===== config.mk =====
export PLATFORM = sky130hd
export DESIGN_NAME = lca_ram
export DESIGN_NICKNAME = d
export VERILOG_FILES = /design/src/rtl/lca_ram.sv
export SDC_FILE = /design/constraint.sdc
export NUM_CORES = 2
export LEC_CHECK = 0
export BUFFER_PORTS_ARGS = -buffer_cell sky130_fd_sc_hd__buf_2
export CAP_MARGIN = 20
export CORE_ASPECT_RATIO = 0.7
export CORE_MARGIN = 2
export CORE_UTILIZATION = 34
export CTS_BUF_LIST = sky130_fd_sc_hd__clkbuf_8
export DETAILED_ROUTE_END_ITERATION = 10
export GPL_TIMING_DRIVEN = 0
export HOLD_SLACK_MARGIN = 0.12
export SYNTH_ARGS = -nofsm -noshare
export SYNTH_HDL_FRONTEND = slang
export SYNTH_SLANG_ARGS = --single-unit

===== constraint.sdc =====
create_clock -name clk -period 14.26 [get_ports clk]
set_clock_uncertainty 0.2 [all_clocks]
set_input_delay 1.426 -clock clk [delete_from_list [all_inputs] [get_ports clk]]
set_output_delay 1.426 -clock clk [all_outputs]
set_load 0.01 [all_outputs]

===== src/rtl/lca_ram.sv =====
// Generic simple dual-port RAM: one write port, one read port, registered read.
// No package dependency.
module lca_ram #(
	parameter int WIDTH = 64,
	parameter int DEPTH = 64
) (
	input  logic                     clk,
	input  logic                     we,
	input  logic [$clog2(DEPTH)-1:0] waddr,
	input  logic [WIDTH-1:0]         wdata,
	input  logic                     re,
	input  logic [$clog2(DEPTH)-1:0] raddr,
	output logic [WIDTH-1:0]         rdata
);

	logic [WIDTH-1:0] mem [DEPTH];

	always_ff @(posedge clk) begin
		if (we) begin
			mem[waddr] <= wdata;
		end
		if (re) begin
			rdata <= mem[raddr];
		end
	end

endmodule


==> summary.md <==
| Metric | Value |
|---|---|
| Final non-filler cell total | `14.26k` |
| Synth top area share | `0.7957` |
| CTS Buf Count | `around 640` |
| CTS Hold Bufs | `0` |
| Vias in the first global route | `~78k` |
| Top area cells in the synthesized netlist | `edfxtp_1, mux4_2, mux2i_1, a22oi_1, buf_2` |
| # port buffers | `roughly 130` |
| P&R area growth vs syn | `16.54%` |
| Initial antenna violation count | `68` |
| Bufs and invs on worst path | `4` |
| Setup CP Type | `in2reg` |
| Max-slew violation count | `0` |
| Share of cells above drive strength 1 | `0.3122` |
| Fin. Hold Viols | `0` |
| HP Class | `in2reg` |
| Main synth FF type | `edfxtp_1` |
| Starting DRT DRC Count | `12.32k` |
| Commonest cells in the netlist | `edfxtp_1, mux4_2, buf_2` |
| Worst rel slew slack | `0.1146` |
| GPL Wtd Cong | `between 0.8 and 0.9` |
| Async SR Flop Fraction | `0` |
| Setup crit end kind | `register` |
| Avg WL per Cell | `31.79 um` |
| Worst hold margin | `approximately 0.31 ns` |
| Fin crit share | `0.3488` |
| Slowest cell on crit path | `a211oi_1` |
| Resize count post-CTS | `0` |
| Crit path launch type | `input pin` |
| Fin nets | `around 7.8k` |
| CP Max Fanout | `13` |
| Cells after Synth | `between 6k and 7k` |
| GRT Util Overall | `0.1889` |
| Post-DRT Antenna Nets | `0` |
| Num ports | `143` |
| Vias per inst | `roughly 5.5` |
| DRT Pass-1 Iters | `5` |
| Post-layout minimum cycle time | `between 4 and 5 ns` |
| Post-synth EDFFs | `between 4k and 5k` |
| Setup TNS | `0 ns` |
| Worst VDD drop | `approximately 0.1 mV` |
| Netlist cell types | `32` |
| CTS tree | `built` |
| Latest clock arrival within the worst-skew pair | `1.25 ns` |
| Placed insts | `approximately 13k` |
| Die Span Y | `between 500 and 600 um` |
| Largest net degree at the start of global routing | `65` |
| Mean post-synth cell area | `roughly 24 um^2` |
| PwrDens | `approximately 130 nW/um^2` |
| Die X | `approximately 820 um` |
| Worst-Margin Slew | `~1.3 ns` |
| Root buffer cell | `clkbuf_8` |
| Sink Count | `about 4.2k` |
| YS warnings | `0` |
| Outcome | `completed` |
| CP max stage delay | `between 0.9 and 1 ns` |
| Layout fillers | `between 40k and 50k` |
| Post CTS Setup Buffer Count | `0` |
| Most common cell in the netlist | `edfxtp_1` |
| Effective utilization at floorplan | `0.3420` |
| Global-route wire length before repair | `approximately 620 mm` |
| Max_cap viols | `0` |
| Synthesized flop and latch total | `between 4k and 5k` |
| Via count | `~79k` |
| Drc violations | `0` |
| H-tree Lvls | `6` |
| RSZ-0062 raised after global routing | `false` |
| Seq/Total Area, Yosys | `0.7957` |
| Clock transition at path regs | `~0.07 ns` |
| DP Wirelength | `roughly 310 mm` |
| Mapped Nets | `approximately 6.7k` |
| Fmax | `between 0.2 and 0.25 GHz` |
| CTS Buffer Depth | `4` |
| WL final | `453.4 mm` |
| Crit path DAT | `about 5.6 ns` |
| CP Data Required Time | `between 10 and 15 ns` |
| Leak | `between 50 and 60 nW` |
| Die area | `467300 um^2` |
| Core region area | `459100 um^2` |
| Largest area contributor in the netlist | `edfxtp_1` |
| Netlist Area Pre-Place | `157000 um^2` |
| Critical-path cell list | `buf_4 > buf_2 > buf_2 > mux4_2 > mux2i_1 > o22ai_1 > a31oi_1 > buf_4 > a211oi_1` |
| Setup violators final | `0` |
| Row count | `between 200 and 250` |
| Grt total ovfl | `0` |
| Cell family with most CP delay | `buffers and inverters` |
## cell usage in the layout (no fill, tap or decap), drive strengths merged, types with 64 or more instances in the layout
master,instances
edfxtp,4160
mux4,1024
clkbuf,786
buf,678
inv,257
clkinv,192
a22oi,168
mux2i,135
nor2,112
a22o,88
o22ai,83
and3,64
## power breakdown
| part | internal (mW) | leakage, nW | switching, mW |
|---|---|---|---|
| Combinational | 0.486 | 13.3 | 0.967 |
| Sequential | 13.6 | 37.5 | 0.0239 |
| Clock | 4.46 | 6.54 | 4.70 |
| Total | 18.5 | 57.3 | 5.69 |
## final timing paths
check,slack [ns],start,endpoint,cells past startpoint
hold / removal,0.31,wdata[62],mem[38][62],1
setup / recovery,9.29,raddr[0],rdata[38],9
setup reg to reg,10.93,mem[57][38],rdata[38],6
hold reg to reg,0.86,mem[62][18],rdata[18],4
## flip-flops by register name, indices dropped and copies added (netlist names)
register  count
rdata        64
mem        4096
## through the flow
step / total power, mW / worst slack, ns / cell area (um^2) / util
after floorplan: 14.49 / 7.198 / 157000 / -
after global placement: 15.19 / 0.6619 / 165300 / 0.3600
after detailed placement: 15.27 / 7.819 / 170900 / 0.3724
after CTS: 24.33 / 9.152 / 182300 / 0.3971
after global routing: 24.92 / 9.247 / 182900 / 0.3984
final: 24.20 / 9.287 / 182900 / 0.3985
## cells by family (layout without fill, tap and decap cells)
| family | count (synthesis) | in the layout | share of synthesized area |
|---|---|---|---|
| and+or+nand+nor | 386 | 386 | 0.01235 |
| muxes | 1159 | 1159 | 0.1555 |
| other | 0 | 16 | 0 |
| buffers and inverters | 389 | 1947 | 0.01176 |
| AOI/OAI and AO/OA | 504 | 504 | 0.02467 |
| DFF | 4160 | 4160 | 0.7957 |
## area by class of cell
class,count,area (um^2),share of cell area
inverters,19,71.32,0.0003898
clock buffers,646,8891,0.04860
multi-input cells,2049,30710,0.1679
well taps,6090,7620,0.04165
plain buffers,370,1782,0.009739
repair buffers,448,6461,0.03532
flip-flops and latches,4160,124900,0.6828
diodes,16,40.04,0.0002189
clock inverters,464,2452,0.01340
## per-layer routing
metal,vias up,share of wire,GRT usage
met5,-,0.00043,0
met4,30,0.031,0.05820
met3,747,0.13,0.05794
met2,5091,0.43,0.2700
met1,42344,0.41,0.2772
li1,30836,-,-
(Power assumes the default switching activity.)
